===== src/rtl/assert_macros.svh =====
// ---------------------------------------------------------------------------
// assert_macros.svh
// shared concurrent assertion macros for the rtl folder
// ---------------------------------------------------------------------------
`ifndef ASSERT_MACROS_SVH
`define ASSERT_MACROS_SVH

// same-cycle implication, disabled while reset is asserted
`define ASSERT_IMPLIES(label, clk, rst_n, ante, cons) \
	label: assert property (@(posedge clk) disable iff (!(rst_n)) (ante) |-> (cons)) \
		else $error("assertion failed: same-cycle implication");

// next-cycle implication, disabled while reset is asserted
`define ASSERT_NEXT(label, clk, rst_n, ante, cons) \
	label: assert property (@(posedge clk) disable iff (!(rst_n)) (ante) |=> (cons)) \
		else $error("assertion failed: next-cycle implication");

`endif


===== src/rtl/oipd_pkg.sv =====
// ---------------------------------------------------------------------------
// oipd_pkg
// types, tables and decode helpers of the inner packet deframer
// ---------------------------------------------------------------------------
`default_nettype none

package oipd_pkg;

	// result status codes
	localparam logic [1:0] STATUS_PAYLOAD = 2'd0;
	localparam logic [1:0] STATUS_LAST    = 2'd1;
	localparam logic [1:0] STATUS_EMPTY   = 2'd2;
	localparam logic [1:0] STATUS_TRUNC   = 2'd3;

	localparam int unsigned XTAB_LEN = 13;

	// 3-bit permutation used by both header decodes
	localparam logic [2:0] PERM [8] = '{3'd3, 3'd4, 3'd1, 3'd5, 3'd7, 3'd6, 3'd0, 3'd2};

	// obfuscation table
	localparam logic [7:0] XTAB [XTAB_LEN] = '{
		8'h3f, 8'h26, 8'h42, 8'hfd, 8'h8a, 8'h72, 8'h34,
		8'h74, 8'hc8, 8'hbf, 8'hcd, 8'ha4, 8'h94
	};

	typedef struct packed {
		logic [7:0] data_byte;
		logic       end_of_stream;
	} in_word_t;

	typedef struct packed {
		logic [1:0] status;
		logic [7:0] decoded_byte;
		logic [5:0] opcode;
		logic [7:0] payload_length;
		logic [7:0] byte_index;
		logic       check_passed;
	} out_word_t;

	// value mod 13 for values below 264, by conditional subtraction
	function automatic logic [3:0] mod13(input logic [8:0] v);
		logic [8:0] r;
		r = v;
		if (r >= 9'd208) r = r - 9'd208;
		if (r >= 9'd104) r = r - 9'd104;
		if (r >= 9'd52)  r = r - 9'd52;
		if (r >= 9'd26)  r = r - 9'd26;
		if (r >= 9'd13)  r = r - 9'd13;
		return r[3:0];
	endfunction

	// table entry at a 4-bit position, taken mod 13
	function automatic logic [7:0] xtab_at(input logic [3:0] pos);
		logic [3:0] p;
		p = (pos >= 4'd13) ? (pos - 4'd13) : pos;
		return XTAB[p];
	endfunction

	// payload length from header byte zero
	function automatic logic [7:0] length_of(input logic [7:0] v);
		return {PERM[v[4:2]], v[1:0], PERM[v[7:5]]};
	endfunction

	// opcode from header byte one, once unmasked
	function automatic logic [5:0] opcode_of(input logic [7:0] v);
		logic [2:0] hi;
		hi = PERM[v[4:2]];
		return {hi[0], v[1:0], PERM[v[7:5]]};
	endfunction

endpackage

`default_nettype wire


===== src/rtl/obfuscated_inner_packet_deframer.sv =====
// ---------------------------------------------------------------------------
// obfuscated_inner_packet_deframer
// splits an obfuscated inner byte stream into packets and decodes them
// ---------------------------------------------------------------------------
//  channel | signals                        | word
//  --------+--------------------------------+------------------------------
//  input   | in_valid, in_ready, in_data    | one encoded byte + end mark
//  output  | out_valid, out_ready, out_data | status, byte, header, verdict
//
//  one byte per cycle while in_ready is high; each byte is decoded in the
//  cycle it is accepted and its result, if any, lands in the output
//  register on that edge and is shown on out_data from the cycle after.
//  in_ready stays high while the output register is empty or being drained.
//  after reset the block waits for header byte zero; no clearing pass.
// ---------------------------------------------------------------------------
`default_nettype none

`include "assert_macros.svh"

module obfuscated_inner_packet_deframer (
	input  wire  logic                clk,
	input  wire  logic                arst_n,
	input  wire  logic                in_valid,
	output logic                      in_ready,
	input  wire  oipd_pkg::in_word_t  in_data,
	output logic                      out_valid,
	input  wire  logic                out_ready,
	output oipd_pkg::out_word_t       out_data
);

	typedef enum logic [1:0] {
		PH_HDR0,
		PH_HDR1,
		PH_HDR2,
		PH_PAYLOAD
	} phase_t;

	phase_t     phase_q, phase_d;
	logic [7:0] length_q, length_d;
	logic [5:0] opcode_q, opcode_d;
	logic [7:0] base_q, base_d;
	logic [7:0] received_q, received_d;
	logic [3:0] xor_pos_q, xor_pos_d;
	logic [7:0] running_q, running_d;
	logic [7:0] count_q, count_d;

	logic                out_valid_q;
	oipd_pkg::out_word_t out_q;

	logic                accept;
	logic                res_valid;
	oipd_pkg::out_word_t res;
	logic                done;

	logic [7:0] b;
	logic       eos;
	logic [7:0] mask;
	logic [7:0] pay_dec;
	logic [7:0] pay_running;
	logic [3:0] pay_pos;
	logic       pay_last;

	assign b   = in_data.data_byte;
	assign eos = in_data.end_of_stream;

	// output register parts the two sides
	assign in_ready  = !out_valid_q || out_ready;
	assign accept    = in_valid && in_ready;
	assign out_valid = out_valid_q;
	assign out_data  = out_q;

	// table entry picked by the decoded length
	assign mask = oipd_pkg::xtab_at(oipd_pkg::mod13({1'b0, length_q}));

	oipd_payload u_payload (
		.data_byte     (b),
		.xor_pos       (xor_pos_q),
		.running_check (running_q),
		.odd_index     (count_q[0]),
		.decoded_byte  (pay_dec),
		.running_next  (pay_running),
		.xor_pos_next  (pay_pos)
	);

	assign pay_last = ({1'b0, count_q} + 9'd1) >= {1'b0, length_q};

	// next state and result of one accepted word
	always_comb begin
		phase_d    = phase_q;
		length_d   = length_q;
		opcode_d   = opcode_q;
		base_d     = base_q;
		received_d = received_q;
		xor_pos_d  = xor_pos_q;
		running_d  = running_q;
		count_d    = count_q;
		res_valid  = 1'b0;
		done       = 1'b0;
		res        = '0;

		unique case (phase_q)
			PH_HDR0: begin
				length_d  = oipd_pkg::length_of(b);
				running_d = 8'd0;
				count_d   = 8'd0;
				phase_d   = PH_HDR1;
			end
			PH_HDR1: begin
				opcode_d  = oipd_pkg::opcode_of(mask ^ b);
				base_d    = mask ^ b;
				xor_pos_d = oipd_pkg::mod13({1'b0, b} + 9'd7);
				phase_d   = PH_HDR2;
			end
			PH_HDR2: begin
				received_d = b;
				if (length_q == 8'd0) begin
					res_valid          = 1'b1;
					done               = 1'b1;
					res.status         = oipd_pkg::STATUS_EMPTY;
					res.check_passed   = (b ^ running_q ^ base_q) == length_q;
				end else begin
					phase_d = PH_PAYLOAD;
				end
			end
			PH_PAYLOAD: begin
				running_d = pay_running;
				xor_pos_d = pay_pos;
				count_d   = count_q + 8'd1;
				if (pay_last) begin
					res_valid        = 1'b1;
					done             = 1'b1;
					res.status       = oipd_pkg::STATUS_LAST;
					res.decoded_byte = pay_dec;
					res.byte_index   = count_q;
					res.check_passed = (received_q ^ pay_running ^ base_q) == length_q;
				end else if (!eos) begin
					res_valid        = 1'b1;
					res.status       = oipd_pkg::STATUS_PAYLOAD;
					res.decoded_byte = pay_dec;
					res.byte_index   = count_q;
				end
			end
			default: begin
				phase_d = PH_HDR0;
			end
		endcase

		// stream ended inside a packet
		if (!done && eos) begin
			res_valid        = 1'b1;
			res.status       = oipd_pkg::STATUS_TRUNC;
			res.decoded_byte = 8'd0;
			res.byte_index   = count_d;
			res.check_passed = 1'b0;
		end
		if (done || eos) begin
			phase_d = PH_HDR0;
		end

		// header fields as they stand after this word
		res.opcode         = opcode_d;
		res.payload_length = length_d;
	end

	// state and output register
	always_ff @(posedge clk or negedge arst_n) begin
		if (!arst_n) begin
			phase_q     <= PH_HDR0;
			length_q    <= 8'd0;
			opcode_q    <= 6'd0;
			base_q      <= 8'd0;
			received_q  <= 8'd0;
			xor_pos_q   <= 4'd0;
			running_q   <= 8'd0;
			count_q     <= 8'd0;
			out_valid_q <= 1'b0;
			out_q       <= '0;
		end else begin
			if (accept) begin
				phase_q    <= phase_d;
				length_q   <= length_d;
				opcode_q   <= opcode_d;
				base_q     <= base_d;
				received_q <= received_d;
				xor_pos_q  <= xor_pos_d;
				running_q  <= running_d;
				count_q    <= count_d;
			end
			if (accept && res_valid) begin
				out_valid_q <= 1'b1;
				out_q       <= res;
			end else if (out_ready) begin
				out_valid_q <= 1'b0;
			end
		end
	end

	// checks on the packet sequencer
	`ASSERT_IMPLIES(a_payload_nonempty, clk, arst_n, phase_q == PH_PAYLOAD, length_q != 8'd0)
	`ASSERT_IMPLIES(a_count_in_range, clk, arst_n, phase_q == PH_PAYLOAD, count_q < length_q)
	`ASSERT_NEXT(a_eos_restarts, clk, arst_n, accept && eos, phase_q == PH_HDR0)
	`ASSERT_IMPLIES(a_no_verdict_mid, clk, arst_n, out_valid_q && (out_q.status == oipd_pkg::STATUS_PAYLOAD), !out_q.check_passed)
	`ASSERT_IMPLIES(a_zero_byte_end, clk, arst_n, out_valid_q && (out_q.status == oipd_pkg::STATUS_EMPTY || out_q.status == oipd_pkg::STATUS_TRUNC), out_q.decoded_byte == 8'd0)

endmodule

`default_nettype wire


===== src/rtl/oipd_payload.sv =====
// ---------------------------------------------------------------------------
// oipd_payload
// payload byte unmask, rotating table position and alternating-sign check
// ---------------------------------------------------------------------------
`default_nettype none

module oipd_payload (
	input  wire  logic [7:0] data_byte,
	input  wire  logic [3:0] xor_pos,
	input  wire  logic [7:0] running_check,
	input  wire  logic       odd_index,
	output logic       [7:0] decoded_byte,
	output logic       [7:0] running_next,
	output logic       [3:0] xor_pos_next
);

	// unmask with the table entry at the current position
	assign decoded_byte = oipd_pkg::xtab_at(xor_pos) ^ data_byte;

	// minus at even positions, plus at odd positions, mod 256
	assign running_next = odd_index ? (running_check + decoded_byte)
	                                : (running_check - decoded_byte);

	// advance the position, wrapping at the table length
	always_comb begin
		if (xor_pos >= 4'd13) begin
			xor_pos_next = xor_pos - 4'd12;
		end else if (xor_pos == 4'd12) begin
			xor_pos_next = 4'd0;
		end else begin
			xor_pos_next = xor_pos + 4'd1;
		end
	end

endmodule

`default_nettype wire

===== config.mk =====
export PLATFORM = sky130hd
export DESIGN_NAME = obfuscated_inner_packet_deframer
export DESIGN_NICKNAME = d
export VERILOG_FILES = /design/src/rtl/oipd_pkg.sv /design/src/rtl/obfuscated_inner_packet_deframer.sv /design/src/rtl/oipd_payload.sv
export VERILOG_INCLUDE_DIRS = /design/src /design/src/rtl
export SDC_FILE = /design/constraint.sdc
export NUM_CORES = 1
export LEC_CHECK = 0
export ABC_AREA = 1
export ABC_CLOCK_PERIOD_IN_PS = 6300
export BUFFER_PORTS_ARGS = -buffer_cell sky130_fd_sc_hd__clkbuf_2
export CORE_ASPECT_RATIO = 1.5
export CORE_MARGIN = 1.5
export CORE_UTILIZATION = 35
export CTS_CLUSTER_DIAMETER = 60
export DETAILED_ROUTE_END_ITERATION = 12
export PLACE_DENSITY_LB_ADDON = 0.05
export SLEW_MARGIN = 10
export SYNTH_ARGS = -nofsm -noshare
export SYNTH_HDL_FRONTEND = slang
export SYNTH_SLANG_ARGS = --single-unit

===== constraint.sdc =====
create_clock -name clk -period 6.3 [get_ports clk]
set_input_delay 0.63 -clock clk [delete_from_list [all_inputs] [get_ports clk]]
set_output_delay 0.63 -clock clk [all_outputs]
set_load 0.05 [all_outputs]

# Word level (Yosys, flattened, before mapping)
# Memory sizes are Yosys's and may differ from the RTL's.
# Index checks and enable logic that the tools add are counted.
# word_totals
ff_bits,86
wordCells,157
n_memories,6
output_inout_bits,35
input_bits,13
rom_bits,352
# op_classes
order_cmp,19
n_reduce_logical,18
add_sub_neg,19
n_mux,61
eq_ne,7
bitwise,12
# mem_list
name,depth,word_bits,read_ports,rd_ports_with_merged_regs,write_ports,line_no,text
(name not given),16,8,1,0,0,oipd_pkg.sv:56,return XTAB[p];
(name not given),16,8,1,0,0,oipd_pkg.sv:56,
(name not given),8,3,1,0,0,oipd_pkg.sv:68,"return {hi[0], v[1:0], PERM[v[7:5]]};"
(name not given),8,3,1,0,0,oipd_pkg.sv:67,hi = PERM[v[4:2]];
(name not given),8,3,1,0,0,oipd_pkg.sv:61,"return {PERM[v[4:2]], v[1:0], PERM[v[7:5]]};"
(name not given),8,3,1,0,0,oipd_pkg.sv:61,
# op_table
op,n
$mux W9,13
$mux W8,11
$xor A8 B8 Y8,6
$pmux W8 S2,2
$ge A4 B4 Y1 const B,6
$mux W4,6
$mux W10,2
$sub A4 B4 Y4 const B,5
$ge A9 B4 Y1 const B,2
$ge A9 B5 Y1 const B,2
$ge A9 B6 Y1 const B,2
$ge A9 B7 Y1 const B,2
$mux W3,6
$sub A9 B5 Y9 const B,2
$sub A9 B6 Y9 const B,2
$sub A9 B7 Y9 const B,2
$eq A8 B8 Y1,2
$not A3 Y4,4
$mux W1,11
$ge A5 B5 Y1 const B,2
$not A4 Y5,2
$add A8 B1 Y9 const B,1
$add A8 B3 Y9 const B,1
$ge A9 B8 Y1,1
other kinds (27),41

# Logic depth before layout (Yosys ltp)
# logic_depth
word_depth,22
depth_mapped,44

# Hierarchy
# Synthesis repeated with hierarchy kept, for this count alone.
# hier_totals
hier_cells,1173
hier_area_um2,8340.5
# by_module_without_submodules
module,area_per_inst_um2,instances,cells_each
obfuscated_inner_packet_deframer,7086.8,1,957
oipd_payload,1253.7,1,216

# Worst setup path after synthesis
# Ideal clock, no wire load.
# synth_timing
path_kind,input port to flip-flop
startpoint,in in_data[2] in the netlist's numbering
endpoint,reg xor_pos_q[2]
required_time_ps,6178
arrival_ps,4627
slack_ps,1551
stages,42
setup_time_ps,122
path_cell_list,buf_2 > inv_1 > ha_1 > nand2_4 > nand3_2 > nand2_2 > nand2_4 > nand3_2 > nor2_2 > nor2_4 > nand2_2 > nand2_2 > nand2_4 > ha_1 > inv_1 > nand2_1 > nor2_1 > nor2_1 > [6 not listed] > ha_1 > inv_1 > nand3_1 > nor2_2 > nor2_4 > nand2_2 > nand2_1 > nand2_1 > inv_1 > ha_1 > inv_1 > nand4_2 > nand2_4 > nand2_2 > nand2_1 > nand2_1 > nand2_1 > a21oi_2
# synth_via
elab_chain_cells,16
# synth_rtl
item,line_no,text
"start, declared",obfuscated_inner_packet_deframer.sv:25,"input wire oipd_pkg::in_word_t in_data,"
$add A8 B3 Y9 (*),obfuscated_inner_packet_deframer.sv:111,"xor_pos_d = oipd_pkg::mod13({1'b0, b} + 9'd7);"
$sub A9 B8 Y9 / $ge A9 B8 Y1 (equally long branches),oipd_pkg.sv:44,if (r >= 9'd208) r = r - 9'd208;
$mux W9 (*),oipd_pkg.sv:44,
$mux W9 (*),obfuscated_inner_packet_deframer.sv:101,unique case (phase_q)
$sub A9 B7 Y9 / $ge A9 B7 Y1 (equally long branches),oipd_pkg.sv:45,if (r >= 9'd104) r = r - 9'd104;
$mux W9 (*),oipd_pkg.sv:45,
$mux W9 (*),obfuscated_inner_packet_deframer.sv:101,
$sub A9 B6 Y9 / $ge A9 B6 Y1 (equally long branches),oipd_pkg.sv:46,if (r >= 9'd52) r = r - 9'd52;
$mux W9 (*),oipd_pkg.sv:46,
$mux W9 (*),obfuscated_inner_packet_deframer.sv:101,
$sub A9 B5 Y9 / $ge A9 B5 Y1 (equally long branches),oipd_pkg.sv:47,if (r >= 9'd26) r = r - 9'd26;
$mux W9 (*),oipd_pkg.sv:47,
$mux W9 (*),obfuscated_inner_packet_deframer.sv:101,
$ge A9 B4 Y1 / $sub A4 B4 Y4 (equally long branches),oipd_pkg.sv:48,if (r >= 9'd13) r = r - 9'd13;
$mux W4 (*),oipd_pkg.sv:48,
$pmux W4 S2 (*),obfuscated_inner_packet_deframer.sv:101,
"end signal, assigned",obfuscated_inner_packet_deframer.sv:185,xor_pos_q <= xor_pos_d;
"end, declared",obfuscated_inner_packet_deframer.sv:43,"logic [3:0] xor_pos_q, xor_pos_d;"
# Mark *: on every way between the ends. The rest lies on a longest branch, timed or not. The select of a mux whose other input is x is not followed.
# A chain may end at the register's enable or synchronous reset.

# Worst setup path in the final report
# layout_timing
startpoint,reg xor_pos_q[2]
endpoint,reg out_q (netlist bit out_data[0])
# layout_via
elab_chain_cells,15
# layout_rtl
item,line_no,text
$sub A4 B4 Y4 / $ge A4 B4 Y1 (equally long branches),oipd_pkg.sv:55,p = (pos >= 4'd13) ? (pos - 4'd13) : pos;
$mux W4 (*),oipd_pkg.sv:55,
$not A4 Y5 (implied by the code) (*),oipd_pkg.sv:56,
$mem_v2 Z16 W8 (*),n/a,
$mux W8 (implied by the code) (*) (2 in a row),oipd_pkg.sv:56,
$xor A8 B8 Y8 (*),oipd_payload.sv:18,assign decoded_byte = oipd_pkg::xtab_at(xor_pos) ^ data_byte;
$sub A8 B8 Y8 / $add A8 B8 Y8 (equally long branches),"oipd_payload.sv:22, oipd_payload.sv:21",
$mux W8 (*),oipd_payload.sv:21,assign running_next = odd_index ? (running_check + decoded_byte)
$xor A8 B8 Y8 (*) (2 in a row),obfuscated_inner_packet_deframer.sv:135,res.check_passed = (received_q ^ pay_running ^ base_q) == length_q;
$eq A8 B8 Y1 (*),obfuscated_inner_packet_deframer.sv:135,
$mux W1 (*),obfuscated_inner_packet_deframer.sv:129,if (pay_last) begin
$pmux W1 S2 (*),obfuscated_inner_packet_deframer.sv:101,
$mux W9 (*),obfuscated_inner_packet_deframer.sv:149,if (!done && eos) begin
"end signal, assigned",obfuscated_inner_packet_deframer.sv:191,out_q <= res;
"end, declared",obfuscated_inner_packet_deframer.sv:48,oipd_pkg::out_word_t out_q;
# Marks and branches as above.

==> flow_summary.yaml <==
cts:
  cts_resized: 0
  numCtsBuffers: 9
  clk_latency_ns: 0.35
  post_cts_buffers: 0
  clockBufferDepth: 2
  htreeDepth: 3
  cts_tree: "yes"
  clk_pin_slew_worst_paths_ns: 0.07
  cts_root_buffer: "clkbuf_16"
  cts_num_sinks: 86
  ctsHoldBuffers: 0
setup_path:
  cpPeakStageDelay_ns: 0.48
  cp-end-kind: "flop"
  reg2reg_depth: 28
  r2r_start: "xor_pos_q[2]$_DFFE_PN0P_"
  cp_common_cell: "nand2_1"
  r2r_slack_ns: 0.88
  worst_setup_path_start_kind: "flop"
  cp_top_family: "compound AO/OA/AOI/OAI gates"
  worstPathRequired_ns: 6.58
  critPathBufInv: 4
  worstReg2RegEnd: "out_data[0]$_DFFE_PN0P_"
  criticalPathCategory: "reg2reg"
  arrival_ns: 5.70
  crit_path_top_delay_cell: "dfrtp_1"
  worstPathMaxFanout: 6
final_layout:
  n_antenna_cell: 0
  layout-drive-gt1-share_pct: 15.2
  area_growth_pct: 10.3
  fillCellCount: 2419
  fin_nets: 1211
synthesis:
  synth_cells: 1112
  synth.distinct_cells: 51
  ys.warnings.count: 0
  synth_area_sq_um: 7820
  ys_async_sr_fraction_pct: 100
  synth_area_leaders: "dfrtp_1 28%, nand2_1 14%, ha_1 7.5%"
  synth-seq-area-share_pct: 27.5
  synth_edf_count: 0
  yosysMostFrequentCell: "nand2_1"
  synthTopCellsByCount: "300 x nand2_1, 123 x inv_1, 90 x nand3_1"
  synth_top_area_share_pct: 27.5
  synth_top_area_cell: "dfrtp_1"
  syn_area_per_cell_sq_um: 7.03
  synth_flop_cell: "dfrtp_1"
  ys_seq_elements: 86
  syn_nets: 1173
floorplanning:
  pin_count: 48
  die_area_sq_um: 23300
  rows: 66
  start_util_pct: 35.9
  die_y_microns: 186
  fp.dieW_microns: 125
  core_area_sq_um: 21800
route:
  num_vias: 7237
  antenna_left: 0
  drc_errors: 0
  viasPerCell: 5.07
  first_iter_violations: 357
  drt_pre_antenna_iters: 4
  wl_microns: 23600
  wl_per_cell_microns: 16.5
sta:
  min_period_over_period_pct: 86.0
  max_freq_mhz: 184
  finalSetupTns_ns: 0
  fin_crit_ns: 5.42
  setup_viol: 0
  slew_headroom_pct: 36.5
  hold_viol_final: 0
  drv_slew: 0
  rsz0062_at_grt: "false"
  skew_ns: 0.0113
  worst_pin_slew_ns: 0.946
global_route:
  track_usage_pct: 20.8
  grt_pass1_vias: 7251
  antenna_found_initial: 0
  grt_max_degree: 46
  gr-total-overflow: 0
  grt_first_pass_wirelength_microns: 38400
placed_design:
  place.port_buffers: 47
  gp_congestion: 0.857
  post-dp-hpwl_microns: 18500
worst_hold_path:
  hold_path_class: "in2async"
run:
  drv_cap: 0
run_status:
  status: "completed"
logic make-up after synthesis:
family	share of synthesized area, %
compound gates	12.8
xor+xnor	8.74
fa+ha+maj	7.78
buf+inv	8.91
flops	27.5
simple gates	34.2
how the worst max path moves through the flow:
stage | from | to | slack (ns) | cells after the start
floorplan | in_data[2] | xor_pos_q[2]$_DFFE_PN0P_ | 1.55 | 42
global placement | in_data[1] | xor_pos_q[0]$_DFFE_PN0P_ | 0.92 | 41
detailed placement | in_data[1] | xor_pos_q[0]$_DFFE_PN0P_ | 0.84 | 41
CTS | xor_pos_q[2]$_DFFE_PN0P_ | out_data[0]$_DFFE_PN0P_ | 0.89 | 28
global route | xor_pos_q[0]$_DFFE_PN0P_ | out_data[0]$_DFFE_PN0P_ | 0.31 | 28
finish | xor_pos_q[2]$_DFFE_PN0P_ | out_data[0]$_DFFE_PN0P_ | 0.88 | 28
layout by cell type (no fill, tap or decap), types with 12 or more instances in the layout:
cell type,netlist,final
nand2_1,300,300
inv_1,123,123
nand3_1,90,90
dfrtp_1,86,86
o21ai_0,73,73
nor2_1,55,55
xor2_1,49,49
ha_1,47,47
clkbuf_2,0,46
a21oi_1,36,36
nand2_2,30,30
xnor2_1,29,29
inv_2,18,18
nand3_2,16,16
nand2_4,15,15
nand4_1,15,15
a31oi_1,14,14
o21ai_1,12,12
o22ai_1,12,12
flip-flops by register name (all words and copies together), names as in the netlist:
signal / flops
base_q: 8
count_q: 8
out_data: 33
xor_pos_q: 4
out_valid: 1
received_q: 8
running_q: 8
phase_q: 2
opcode_q: 6
length_q: 8
through the flow:
stage               utilization (%)  setup slack, ns  instance area, sq um  std cells  hold slack (ns)
floorplan                         -             1.55                  7820       1112            0.334
global route                   39.6            0.310                  8620       1427            0.318
global placement               38.1            0.924                  8300       1411            0.464
detailed placement             38.1            0.845                  8300       1411            0.467
finish                         39.6            0.879                  8620       1427            0.286
CTS                            39.6            0.892                  8620       1427            0.303
worst register-to-register path, delay by kind of cell (launching register included):
family	cells	cell delay, ns
compound gates	8	1.63
xor+xnor	4	0.84
fa+ha+maj	4	1.14
buf+inv	4	0.34
flops	1	0.48
simple gates	8	0.94
routing by layer:
| metal | vias up | part of all wire (%) | wire, microns | track usage (%) |
|---|---|---|---|---|
| met5 | - | 0 | 0 | 0 |
| met4 | 0 | 1.3 | 312 | 4.91 |
| met3 | 23 | 2.1 | 505 | 2.33 |
| met2 | 100 | 54 | 12800 | 40.6 |
| met1 | 3430 | 42 | 10000 | 24.1 |
| li1 | 3684 | - | - | - |
layout make-up:
class                   instances  area, sq um  share of cell area, %
multi-input cells             853         4970                   57.6
flip-flops and latches         86         2150                   25.0
inverters                     148          566                   6.56
well taps                     272          340                   3.95
repair buffers                 52          275                   3.19
clock buffers                  11          253                   2.93
clock inverters                 5         66.3                  0.769
Power is not shown: default switching activity piles up to over one toggle a cycle in this logic, so the estimate is an artifact.
